$ cat src/rtl/dbc_pkg.sv
// ----------------------------------------------------------------------------
// dbc_pkg
// Shared types and constants for the delimiter balance checker.
// ----------------------------------------------------------------------------
package dbc_pkg;

  localparam int unsigned LineW = 20;
  localparam int unsigned ColW  = 16;
  localparam int unsigned MaxRes = 3;
  localparam int unsigned QDepth = 4;
  localparam int unsigned QAddrW = 2;

  localparam logic [LineW-1:0] LineMax = '1;
  localparam logic [ColW-1:0]  ColMax  = '1;

  localparam logic [7:0] ChNewline = 8'h0A;
  localparam logic [7:0] ChQuote   = 8'h22;
  localparam logic [7:0] ChBslash  = 8'h5C;
  localparam logic [7:0] ChParenO  = 8'h28;
  localparam logic [7:0] ChParenC  = 8'h29;
  localparam logic [7:0] ChSquareO = 8'h5B;
  localparam logic [7:0] ChSquareC = 8'h5D;
  localparam logic [7:0] ChBraceO  = 8'h7B;
  localparam logic [7:0] ChBraceC  = 8'h7D;

  typedef logic [1:0] delim_t;
  localparam delim_t DelimParen  = 2'd0;
  localparam delim_t DelimSquare = 2'd1;
  localparam delim_t DelimBrace  = 2'd2;

  typedef enum logic [1:0] {
    STK_HOLD,
    STK_PUSH,
    STK_POP
  } stk_op_e;

  typedef enum logic [2:0] {
    DIAG_UNMATCHED    = 3'd0,
    DIAG_MISMATCH     = 3'd1,
    DIAG_UNTERMINATED = 3'd2,
    DIAG_UNCLOSED     = 3'd3,
    DIAG_OVERFLOW     = 3'd4,
    DIAG_DONE         = 3'd5
  } diag_code_e;

  typedef struct packed {
    logic [LineW-1:0] line;
    logic [ColW-1:0]  column;
    diag_code_e       code;
    logic             last;
  } diag_t;

  typedef struct packed {
    logic [1:0]         n;
    diag_t [MaxRes-1:0] item;
  } rq_wr_t;

endpackage

$ cat src/rtl/dbc_outq.sv
// ----------------------------------------------------------------------------
// dbc_outq
// Result queue; takes up to three results per cycle, gives one per cycle while ready_i is high.
// ----------------------------------------------------------------------------
module dbc_outq
  import dbc_pkg::*;
(
  input  logic   clk_i,
  input  logic   rst_ni,
  input  rq_wr_t wr_i,
  output logic   space_o,
  output logic   valid_o,
  input  logic   ready_i,
  output diag_t  data_o
);

  diag_t             mem_q [QDepth];
  logic [QAddrW-1:0] head_q, head_d, tail_q, tail_d;
  logic [QAddrW:0]   cnt_q, cnt_d;
  logic              pop;

  assign pop     = valid_o && ready_i;
  assign valid_o = (cnt_q != '0);
  assign space_o = (cnt_q <= (QAddrW+1)'(QDepth - MaxRes));
  assign data_o  = mem_q[head_q];

  always_comb begin
    head_d = head_q + QAddrW'(pop);
    tail_d = tail_q + QAddrW'(wr_i.n);
    cnt_d  = cnt_q + (QAddrW+1)'(wr_i.n) - (QAddrW+1)'(pop);
  end

  always_ff @(posedge clk_i or negedge rst_ni) begin
    if (!rst_ni) begin
      head_q <= '0;
      tail_q <= '0;
      cnt_q  <= '0;
    end else begin
      head_q <= head_d;
      tail_q <= tail_d;
      cnt_q  <= cnt_d;
    end
  end

  always_ff @(posedge clk_i) begin
    for (int k = 0; k < MaxRes; k++) begin
      if (2'(k) < wr_i.n) begin
        mem_q[tail_q + QAddrW'(k)] <= wr_i.item[k];
      end
    end
  end

`ifndef SYNTHESIS
  a_no_overrun: assert property (@(posedge clk_i) disable iff (!rst_ni)
    cnt_q <= (QAddrW+1)'(QDepth))
    else $error("result queue overrun");
`endif

endmodule

$ cat config.mk
export PLATFORM = sky130hd
export DESIGN_NAME = dbc_outq
export DESIGN_NICKNAME = d
export VERILOG_FILES = /design/src/rtl/dbc_pkg.sv /design/src/rtl/dbc_outq.sv
export SDC_FILE = /design/constraint.sdc
export NUM_CORES = 1
export LEC_CHECK = 0
export BUFFER_PORTS_ARGS = -buffer_cell sky130_fd_sc_hd__buf_4
export CAP_MARGIN = 15
export CELL_PAD_IN_SITES_DETAIL_PLACEMENT = 1
export CELL_PAD_IN_SITES_GLOBAL_PLACEMENT = 2
export CORE_UTILIZATION = 38
export CTS_CLUSTER_DIAMETER = 60
export DETAILED_ROUTE_END_ITERATION = 10
export PLACE_DENSITY_LB_ADDON = 0.08
export SYNTH_ARGS = -nofsm -noshare
export SYNTH_HDL_FRONTEND = slang
export SYNTH_SLANG_ARGS = --single-unit
export TNS_END_PERCENT = 30
$ cat constraint.sdc
create_clock -name clk_i -period 12.3 [get_ports clk_i]
set_input_delay 1.845 -clock clk_i [delete_from_list [all_inputs] [get_ports clk_i]]
set_output_delay 1.845 -clock clk_i [all_outputs]
set_load 0.01 [all_outputs]
Word level (Yosys, flattened, before mapping)

Memories as Yosys holds them, arrays and structs flattened.
Index checks and enable logic that the tools add are counted.

Bits in latches: 0
ROM bits: 0
Bits in writable memories: 160
Logic and storage cells: 22
Output and inout bits: 42
Memories kept: 1
Bits in registers: 7
Input bits: 125

Memory list:

| name  | words | bits a word | rd ports | clocked after memory_dff | write ports | RTL line       | source |
|---|---|---|---|---|---|---|---|
| mem_q | 4     | 40          | 1        | 0                        | 3           | dbc_outq.sv:17 | `diag_t mem_q [QDepth];` |

$lt $le $gt $ge: 4
Divide/modulo/power cells: 0
Add/sub/neg operators: 6
Bitwise logic cells: 0
Shifts and indexed selects: 0
Eq/ne operators: 0
Multipliers: 0
Mux-type cells: 6
Reduce and logical (&&, ||, !) cells: 2

Operators by type and width:

| kind                                                                             | number |
|---|---|
| 1-bit two-way mux                                                                | 6 |
| 1-bit by 2-bit less-than comparator with 1-bit output, first input constant      | 2 |
| 3-bit by 2-bit adder with 3-bit output                                           | 1 |
| 3-bit by 1-bit less-or-equal comparator with 1-bit output, second input constant | 1 |
| 3-bit nonzero test                                                               | 1 |
| 3-bit by 1-bit subtractor with 3-bit output                                      | 1 |
| 2-bit by 1-bit adder with 2-bit output                                           | 1 |
| 2-bit by 1-bit adder with 2-bit output, second input constant                    | 1 |
| 2-bit adder                                                                      | 1 |
| 2-bit adder, second input constant                                               | 1 |
| 2-bit less-than comparator, first input constant                                 | 1 |
| 1-bit logical AND                                                                | 1 |

Logic depth before layout (Yosys ltp)

Gate-level depths: netlist of run 1.

Depth in word-level cells: 3
Gate-level depth with buffers: 7
Mapped depth without buffers: 7

Worst setup path before layout of run 1

Ideal clock, no wire load.

Path kind: input to register
Start: input wr_i[121] (netlist bit)
End: memory mem_q[0][0] (netlist bit) (enable)
Data arrival time: 5,418 ps
Data required time: 11,802 ps
Setup slack: 6,385 ps
Stages: 4
Library setup time: 498 ps
Path buffers: 2
Path through: buf_4 buf_2 o21ai_0 a211oi_1

RTL lines:

| item        | RTL line       | source |
|---|---|---|
| from (decl) | dbc_outq.sv:10 | `input rq_wr_t wr_i,` |
| to (decl)   | dbc_outq.sv:17 |  |

==> impl_metrics.json, run 1 <==
{
  "avgSynthCellArea_um2": 9.74,
  "grt_overflow": 0,
  "r2r-start": "tail_q[0]",
  "cts-resized-gates": 0,
  "row_count": 57,
  "cp_data_arrival_time_ps": 2350,
  "drive_gt1_share_pct": 24.4,
  "grt_max_degree": 81,
  "initial_core_util_pct": 38.9,
  "drc": 0,
  "crit_path_start": "head_q[0]",
  "postCtsSetupRepairBufs": 0,
  "cts_max_path_buffers": 2,
  "cts_tree": "done",
  "finalHoldViolCount": 0,
  "die_x_um": 160,
  "endpoint_kind": "primary output",
  "grt_pass1_wl_mm": 48.8,
  "synthCells": 975,
  "fin_crit_sh_pct": 34.1,
  "synth-simple-area-share_pct": 21.0,
  "start_kind": "register",
  "gp_congestion": 0.749,
  "ys_seq_area_share_pct": 52.4,
  "wl_mm": 31.7,
  "synthAdderAreaFrac_pct": 0.606,
  "hpwl_mm": 18.4,
  "grt_pass1_vias": 8243,
  "antenna_found_initial": 0,
  "root_buffer": "clkbuf_16",
  "critical-path-max-stage-delay_ps": 1070,
  "critical_path_class": "register to primary output",
  "dpl_cell_area_um2": 10900,
  "synth_compound_area_share_pct": 11.0,
  "ys_warn_count": 0,
  "crit_end": "data_o[39]",
  "clkTransAtPathRegs_ps": 70,
  "drt_iter0_drc": 612,
  "ant_nets": 0,
  "synth_xor_area_share_pct": 0.553,
  "tns_ps": 0,
  "vias": 8047,
  "fillers": 2771,
  "max-slew-margin-rel_pct": 25.1,
  "yosysUniqueCellTypes": 33,
  "ys_ff_latch": 167,
  "ctsHoldBuffers": 0,
  "synth_area_um2": 9500,
  "core_area_um2": 24400,
  "layout_setup_ws_ps": 8110,
  "run_status": "complete, no violations",
  "critPathMaxFanout": 42,
  "wire_per_inst_um": 22.2,
  "holdWs_ps": 521,
  "cts_num_sinks": 167,
  "die_h_um": 160,
  "htree_levels": 4,
  "synth_top_family_by_area": "simple AND/OR/NAND/NOR gates",
  "worstRegToRegCells": 3,
  "area_delta_synth_final_pct": 21.1,
  "final_cell_mix": "321 x nand2_1, 181 x buf_4, 163 x nor2_1",
  "period_minus_slack_ps": 4190,
  "final_area_um2": 11500,
  "regToRegSetupSlack_ps": 9340,
  "rsz0062_at_grt": "no",
  "fin_util_pct": 47.2,
  "insertion_delay_ps": 430,
  "r2r-end": "mem_q[0][19]",
  "ir_worst_vdd_v": 0.000256,
  "path_cells": "mux4_2 -> buf_4",
  "slew_viol_final": 0,
  "fin_skew_ps": 6.36,
  "cp_slowest_cell": "dfrtp_4",
  "dieArea_um2": 25600,
  "viasPerCell": 5.64,
  "ios": 167,
  "tightest_slew_ps": 1120,
  "grtUsageTotal_pct": 25.3,
  "setup_viol": 0,
  "dr.pass1.iters": 6,
  "worstPathRequired_ps": 10450,
  "cap_viol_max_count": 0,
  "fin_nets": 1220,
  "final_common_cell": "nand2_1",
  "muxShareOfSynthArea_pct": 9.59,
  "cts_inserted_buffers": 17,
  "place_ws_ps": 8040,
  "p_per_area_nw_per_um2": 246,
  "io_buffers": 166,
  "clock.fmax_ghz": 0.238,
  "hold_class": "register to register",
  "p_leak_nw": 4.55,
  "diodes": 0,
  "syn_nets": 1104
}
-- metal layers --
metal  up-vias  share of wire, %  GRT usage, %  routed length, um
met5         -                 0             0                  0
met4         0               1.3          6.23                408
met3        26               5.3          3.61               1690
met2       236                48          42.0              15400
met1      4058                45          35.0              14200
li1       3727                 -             -                  -
-- cells by family (layout without fill, tap and decap cells) --
| logic type | after synthesis | in the layout |
|---|---|---|
| flops | 167 | 167 |
| fa+ha+maj | 4 | 4 |
| mux | 41 | 41 |
| compound gates | 168 | 168 |
| simple gates | 500 | 500 |
| xor+xnor | 6 | 6 |
| buf+inv | 89 | 218 |
-- cell type report --
cell class	instances	area [um^2]	area share, %
multi-input combinational	719	4140	36.0
inverter	5	18.8	0.163
clock inverter	14	164	1.42
clock buffer	18	429	3.73
timing repair buffer	181	1360	11.8
sequential	167	4980	43.3
tap	324	405	3.52
-- through the flow --
stage	power, W	instances
CTS	0.00285	1428
global route	0.00297	1428
floorplan	0.00180	975
global placement	0.00228	1396
detailed placement	0.00231	1396
finish	0.00283	1428
-- critical path: cells and delay by family, from the launching register on --
| family | cells | cell delay, ps |
|---|---|---|
| flip-flops | 1 | 1070 |
| multiplexers | 1 | 660 |
| buffers and inverters | 1 | 170 |
-- where the power goes --
part	switching, W	internal [W]	total [W]
sequential	0.000138	0.000959	0.00110
combinational	0.000658	0.000521	0.00118
clock	0.000243	0.000306	0.000549
-- sequential cells by signal (all words and copies together) (netlist names) --
register and flops:
mem_q 160, cnt_q 3, head_q 2, tail_q 2
-- cells in the mapped netlist --
cell | n | share of area (%)
a31oi_1 | 160 | 11
clkbuf_1 | 24 | 0.95
or3b_1 | 1 | 0.092
nand4bb_1 | 1 | 0.12
a211oi_1 | 1 | 0.079
nand3b_1 | 1 | 0.079
nand2_1 | 321 | 13
dfrtp_1 | 7 | 1.8
buf_1 | 2 | 0.079
o21ai_0 | 4 | 0.21
xor2_1 | 1 | 0.092
buf_4 | 8 | 0.63
or3_1 | 1 | 0.066
nand4_4 | 1 | 0.22
nand3b_4 | 1 | 0.21
mux2i_1 | 1 | 0.11
buf_6 | 4 | 0.47
nand3_1 | 3 | 0.16
mux4_2 | 40 | 9.5
nand4b_4 | 2 | 0.50
a21oi_1 | 2 | 0.11
fa_1 | 1 | 0.21
buf_2 | 46 | 2.4
and3b_1 | 2 | 0.18
nor3b_2 | 1 | 0.13
ha_1 | 3 | 0.40
a21o_1 | 1 | 0.079
inv_1 | 5 | 0.20
xnor2_1 | 5 | 0.46
nor2b_1 | 1 | 0.066
nor2_1 | 163 | 6.4
edfxtp_1 | 160 | 51
and3_1 | 1 | 0.066
-- worst min-delay path by stage --
stage / start / to / slack (ps) / cells after the start
floorplan: cnt_q[2] / cnt_q[2] / 480 / 1
detailed placement: cnt_q[2] / cnt_q[2] / 520 / 1
global placement: cnt_q[2] / cnt_q[2] / 510 / 1
global route: cnt_q[2] / cnt_q[2] / 570 / 1
CTS: cnt_q[2] / cnt_q[2] / 520 / 1
finish: cnt_q[2] / cnt_q[2] / 520 / 1
(Power assumes the default switching activity.)
==> run 2, diff against run 1 <==
--- a/config.mk
+++ b/config.mk
@@ -5,11 +5,12 @@
 export SDC_FILE = /design/constraint.sdc
 export NUM_CORES = 1
 export LEC_CHECK = 0
+export ABC_AREA = 1
 export BUFFER_PORTS_ARGS = -buffer_cell sky130_fd_sc_hd__buf_4
 export CAP_MARGIN = 15
 export CELL_PAD_IN_SITES_DETAIL_PLACEMENT = 1
 export CELL_PAD_IN_SITES_GLOBAL_PLACEMENT = 2
-export CORE_UTILIZATION = 38
+export CORE_UTILIZATION = 29
 export CTS_CLUSTER_DIAMETER = 60
 export DETAILED_ROUTE_END_ITERATION = 10
 export PLACE_DENSITY_LB_ADDON = 0.08
==> constraint.sdc (replaced) <==
create_clock -name clk_i -period 3.5 [get_ports clk_i]
set_input_delay 0.525 -clock clk_i [delete_from_list [all_inputs] [get_ports clk_i]]
set_output_delay 0.525 -clock clk_i [all_outputs]
set_load 0.01 [all_outputs]
==> impl_metrics.json, run 2 <==
{
  "run_status": "complete, no violations",
  "die_h_um": 192,
  "place_ws_ps": 955,
  "rsz0062_at_grt": "no",
  "insertion_delay_ps": 440,
  "ys_warn_count": 0,
  "fin_crit_sh_pct": 84.7,
  "period_minus_slack_ps": 2960,
  "ant_nets": 0,
  "ys_seq_area_share_pct": 47.5,
  "finalHoldViolCount": 0,
  "tightest_slew_ps": 1160,
  "cts_max_path_buffers": 2,
  "die_x_um": 192,
  "synth_area_um2": 10500,
  "viasPerCell": 5.16,
  "drt_iter0_drc": 589,
  "ys_ff_latch": 167,
  "cp_data_arrival_time_ps": 2440,
  "synth_top_area_share_pct": 45.8,
  "slew_viol_final": 0,
  "top_register": "mem_q",
  "grt_max_degree": 67,
  "vias": 10600,
  "fin_skew_ps": 11.5,
  "critPathMaxFanout": 47,
  "wire_per_inst_um": 21.3,
  "cts-resized-gates": 0,
  "area_delta_synth_final_pct": 22.1,
  "drc": 0,
  "final_cell_mix": "581 x nand2_1, 201 x nand3_1, 198 x buf_4",
  "p_leak_nw": 5.89,
  "drive_gt1_share_pct": 15.9,
  "wl_mm": 43.7,
  "yosysUniqueCellTypes": 24,
  "fin_util_pct": 36.0,
  "setup_viol": 0,
  "root_buffer": "clkbuf_16",
  "htree_levels": 4,
  "core_area_um2": 35600,
  "comb_power_share_pct": 48.2,
  "synth_area_leaders": "edfxtp_1 46%, nand2_1 21%, nand3_1 9.7%, o21ai_0 5.0%, nor2_1 4.5%",
  "grt_overflow": 0,
  "reg.largest.list": "mem_q x160, cnt_q x3",
  "clock.fmax_ghz": 0.337,
  "synth_ff_type": "edfxtp_1",
  "p_sw_share_pct": 43.9,
  "seq_power_share_pct": 34.4,
  "io_buffers": 166,
  "avgSynthCellArea_um2": 7.18,
  "initial_core_util_pct": 29.5,
  "placed_cells": 2019,
  "largest_register_ffs": 160,
  "dr.pass1.iters": 5,
  "fin_nets": 1707,
  "hpwl_mm": 26.6,
  "cts_num_sinks": 167,
  "grt_pass1_vias": 11100,
  "synth_edf_count": 160,
  "yosysMostFrequentCell": "nand2_1",
  "antenna_found_initial": 0,
  "layout_setup_ws_ps": 536,
  "worstPathRequired_ps": 2970,
  "hold_class": "primary input to register",
  "postCtsSetupRepairBufs": 0,
  "cts_tree": "done",
  "final_common_cell": "nand2_1",
  "row_count": 69,
  "syn_nets": 1590,
  "cap_viol_max_count": 0,
  "clkTransAtPathRegs_ps": 70,
  "endpoint_kind": "primary output",
  "p_clk_share_pct": 17.4,
  "ys_top_cells_by_count": "584 x nand2_1, 204 x nand3_1, 160 x edfxtp_1",
  "dpl_cell_area_um2": 12200,
  "p_per_area_nw_per_um2": 851,
  "dieArea_um2": 36900,
  "stdcell_count": 2052,
  "ios": 167,
  "p_switching_w": 0.00478,
  "critical_path_class": "register to primary output",
  "p_total_w": 0.0109,
  "synth_top_area_cell": "edfxtp_1",
  "async_flop_share_pct": 4.19,
  "max-slew-margin-rel_pct": 22.5,
  "diodes": 0,
  "p_int_w": 0.00612,
  "gp_congestion": 0.778,
  "ir_worst_vdd_v": 0.000490,
  "start_kind": "register",
  "grtUsageTotal_pct": 24.5,
  "cts_inserted_buffers": 17,
  "synthCells": 1461,
  "final_area_um2": 12800,
  "grt_pass1_wl_mm": 66.9
}
==> run 2: cell types whose count changed in the layout (fill, tap and decap cells not counted), moves of 39 or more <==
cell	before	now
nand4_1	0	42
inv_1	5	90
nor2_1	163	124
nand3_1	2	201
o21ai_0	2	104
nand2_1	321	581
mux4_2	40	0
a31oi_1	160	0
==> run 2: per-layer routing <==
layer	vias to the layer above	routed length (um)	GRT usage (%)	share of wire [%]
li1	5012	-	-	-
met1	5243	19700	31.9	45
met2	277	21500	42.8	49
met3	48	1790	3.01	4.1
met4	0	695	6.18	1.6
met5	-	0	0	0
==> run 2: power by group through the flow <==
| stage | Sequential (W) | Clock [W] | Combinational, W |
|---|---|---|---|
| final | 0.00375 | 0.00189 | 0.00526 |
| after global routing | 0.00383 | 0.00201 | 0.00581 |
| after CTS | 0.00375 | 0.00194 | 0.00534 |
| after detailed placement | 0.00380 | 0 | 0.00533 |
| after global placement | 0.00377 | 0 | 0.00524 |
| after floorplan | 0.00361 | 0 | 0.00298 |
==> run 2: final cells by class <==
cell class	instances	area, um^2
flip-flops and latches	167	4980
inverters	100	375
multi-input cells	1089	4740
clock inverters	14	134
well taps	461	577
repair buffers	203	1580
clock buffers	18	429
fillers	4439	22800
==> run 2: cells by family after synthesis <==
logic type | synth area share, %
adder cells (fa/ha/maj) | 0.549
AND/OR/NAND/NOR | 37.9
XOR/XNOR | 0.167
AO/OA/AOI/OAI | 5.96
buffers and inverters | 7.98
flip-flops | 47.5
==> run 2: repair_timing <==
action | in CTS | in global routing
endpoints found under the hold margin | 7 | 0
endpoints found under the setup margin | 0 | 0
hold buffers | 1 | 0
==> run 2: metrics by stage <==
| stage | hold WS, ps | TNS (ps) |
|---|---|---|
| after global placement | 350 | 0 |
| final | 386 | 0 |
| after CTS | 365 | 0 |
| after floorplan | 229 | -951 |
| after detailed placement | 349 | 0 |
| after global routing | 380 | 0 |
==> run 2: final timing paths <==
kind | start | end | slack (ps) | cells after the start
setup / recovery | head_q[0] | data_o[0] | 540 | 5
hold / removal | wr_i[107] | mem_q[0][27] | 390 | 3
setup reg to reg | tail_q[0] | mem_q[1][37] | 1000 | 7
hold reg to reg | head_q[1] | head_q[1] | 500 | 2
max in group asynchronous | rst_ni | head_q[0] | 2920 | 2
min in group asynchronous | rst_ni | cnt_q[2] | 430 | 2
==> run 2: worst max-delay path: stages (launching register included) <==
cell and delay, ps:
dfrtp_4 670, inv_2 120, buf_4 470, o21ai_0 200, o21ai_0 320, buf_4 190
==> run 3, diff against run 2 <==
--- a/config.mk
+++ b/config.mk
@@ -5,12 +5,12 @@
 export SDC_FILE = /design/constraint.sdc
 export NUM_CORES = 1
 export LEC_CHECK = 0
-export ABC_AREA = 1
+export ABC_AREA = 0
 export BUFFER_PORTS_ARGS = -buffer_cell sky130_fd_sc_hd__buf_4
 export CAP_MARGIN = 15
 export CELL_PAD_IN_SITES_DETAIL_PLACEMENT = 1
 export CELL_PAD_IN_SITES_GLOBAL_PLACEMENT = 2
-export CORE_UTILIZATION = 29
+export CORE_UTILIZATION = 35
 export CTS_CLUSTER_DIAMETER = 60
 export DETAILED_ROUTE_END_ITERATION = 10
 export PLACE_DENSITY_LB_ADDON = 0.08
==> constraint.sdc (replaced) <==
create_clock -name clk_i -period 2.9 [get_ports clk_i]
set_input_delay 0.435 -clock clk_i [delete_from_list [all_inputs] [get_ports clk_i]]
set_output_delay 0.435 -clock clk_i [all_outputs]
set_load 0.01 [all_outputs]
==> impl_metrics.json, run 3 (synthesis gave the netlist of run 1 again) <==
{
  "run_status": "complete, no violations",
  "p_switching_w": 0.00446,
  "dr.pass1.iters": 5,
  "p_sw_share_pct": 36.9,
  "max-slew-margin-rel_pct": 54.1,
  "final_area_um2": 11700,
  "fin_crit_sh_pct": 87.9,
  "dpl_cell_area_um2": 11200,
  "htree_levels": 4,
  "wl_mm": 32.4,
  "grt_max_degree": 53,
  "io_buffers": 166,
  "p_per_area_nw_per_um2": 1030,
  "seq_power_share_pct": 37.0,
  "finalHoldViolCount": 0,
  "p_int_w": 0.00764,
  "ant_nets": 0,
  "final_cell_mix": "321 x nand2_1, 197 x buf_4, 163 x nor2_1",
  "row_count": 59,
  "cts_tree": "done",
  "drive_gt1_share_pct": 25.6,
  "endpoint_kind": "primary output",
  "ir_worst_vdd_v": 0.000614,
  "initial_core_util_pct": 36.0,
  "fin_nets": 1243,
  "postCtsSetupRepairBufs": 0,
  "reg.largest.list": "mem_q x160, cnt_q x3",
  "critPathMaxFanout": 16,
  "drt_iter0_drc": 518,
  "top_register": "mem_q",
  "largest_register_ffs": 160,
  "comb_power_share_pct": 44.6,
  "antenna_found_initial": 0,
  "drc": 0,
  "grt_pass1_wl_mm": 49.5,
  "cts_max_path_buffers": 2,
  "p_clk_share_pct": 18.4,
  "placed_cells": 1429,
  "root_buffer": "clkbuf_16",
  "clock.fmax_ghz": 0.392,
  "stdcell_count": 1462,
  "core_area_um2": 26400,
  "fin_skew_ps": 12.3,
  "critical_path_class": "register to primary output",
  "hold_class": "primary input to register",
  "fillers": 2978,
  "hpwl_mm": 20.5,
  "wire_per_inst_um": 22.2,
  "cts_inserted_buffers": 17,
  "cts_num_sinks": 167,
  "insertion_delay_ps": 440,
  "clkTransAtPathRegs_ps": 70,
  "ios": 167,
  "area_delta_synth_final_pct": 23.5,
  "vias": 8106,
  "gp_congestion": 0.740,
  "die_x_um": 167,
  "p_leak_nw": 4.67,
  "final_common_cell": "nand2_1",
  "grt_overflow": 0,
  "viasPerCell": 5.54,
  "setup_viol": 0,
  "cap_viol_max_count": 0,
  "rsz0062_at_grt": "no",
  "grtUsageTotal_pct": 23.9,
  "diodes": 0,
  "period_minus_slack_ps": 2550,
  "worstPathRequired_ps": 2470,
  "tightest_slew_ps": 681,
  "cp_data_arrival_time_ps": 2110,
  "dieArea_um2": 27800,
  "start_kind": "register",
  "slew_viol_final": 0,
  "die_h_um": 167,
  "grt_pass1_vias": 8276
}
[run 3: cell types whose count changed in the layout (fill, tap and decap cells not counted), sizes merged, moves of 4 or more]
cell    change
nand2     -263
nand3     -201
a31oi     +160
o21ai     -117
inv        -93
nand4      -41
mux4       +40
nor2       +35
clkinv      -5
xnor2       +4
[run 3: worst max-delay path: stages (launching register included)]
cell,delay (ps)
dfrtp_2,680
buf_4,400
mux4_2,410
buf_4,170
[run 3: area by class of cell]
class	instances	area (um^2)	share of cell area, %
Sequential cell	167	4980	42.5
Multi-Input combinational cell	719	4140	35.3
Timing Repair Buffer	204	1610	13.7
Clock buffer	20	437	3.72
Tap cell	335	419	3.57
Clock inverter	12	120	1.02
Inverter	5	18.8	0.160
[run 3: power groups by stage]
stage	logic [W]	registers (W)	clock network [W]
5_1_grt	0.00581	0.00459	0.00234
4_1_cts	0.00551	0.00450	0.00226
3_3_place_gp	0.00543	0.00452	0
2_1_floorplan	0.00329	0.00430	0
3_5_place_dp	0.00549	0.00455	0
6_report	0.00540	0.00448	0.00222
[run 3: what timing repair did]
item / CTS / global route
hold buffers: 1 / 0
endpoints found under the hold margin: 7 / 0
resized for setup: 0 / 0
[run 3: final timing paths]
kind                       cells past startpoint      endpoint  startpoint  slack (ps)
max                                            3    data_o[16]   head_q[1]         350
min                                            3     head_q[0]     ready_i         290
max reg2reg                                    3  mem_q[0][19]   tail_q[0]         550
min reg2reg                                    1      cnt_q[2]    cnt_q[2]         540
max in group asynchronous                      2     head_q[0]      rst_ni        2400
min in group asynchronous                      2      cnt_q[2]      rst_ni         360
[run 3: per-stage QoR]
| stage | hold slack, ps | TNS [ps] | setup WS (ps) | power [W] | util, % |
|---|---|---|---|---|---|
| 3_5_place_dp | 258 | 0 | 568 | 0.0100 | 42.4 |
| 2_1_floorplan | 139 | -19690 | -246 | 0.00759 | - |
| 6_report | 289 | 0 | 352 | 0.0121 | 44.5 |
| 4_1_cts | 276 | 0 | 326 | 0.0123 | 44.5 |
| 5_1_grt | 296 | 0 | 300 | 0.0127 | 44.5 |
| 3_3_place_gp | 256 | 0 | 648 | 0.00996 | 42.4 |
[run 3: routing by layer]
metal | vias up | part of all wire (%) | wire length (um) | GRT usage (%)
li1 | 3773 | - | - | -
met1 | 4081 | 46 | 14900 | 32.2
met2 | 212 | 49 | 15700 | 40.1
met3 | 40 | 3.8 | 1220 | 2.90
met4 | 0 | 1.8 | 594 | 7.25
met5 | - | 0 | 0 | 0
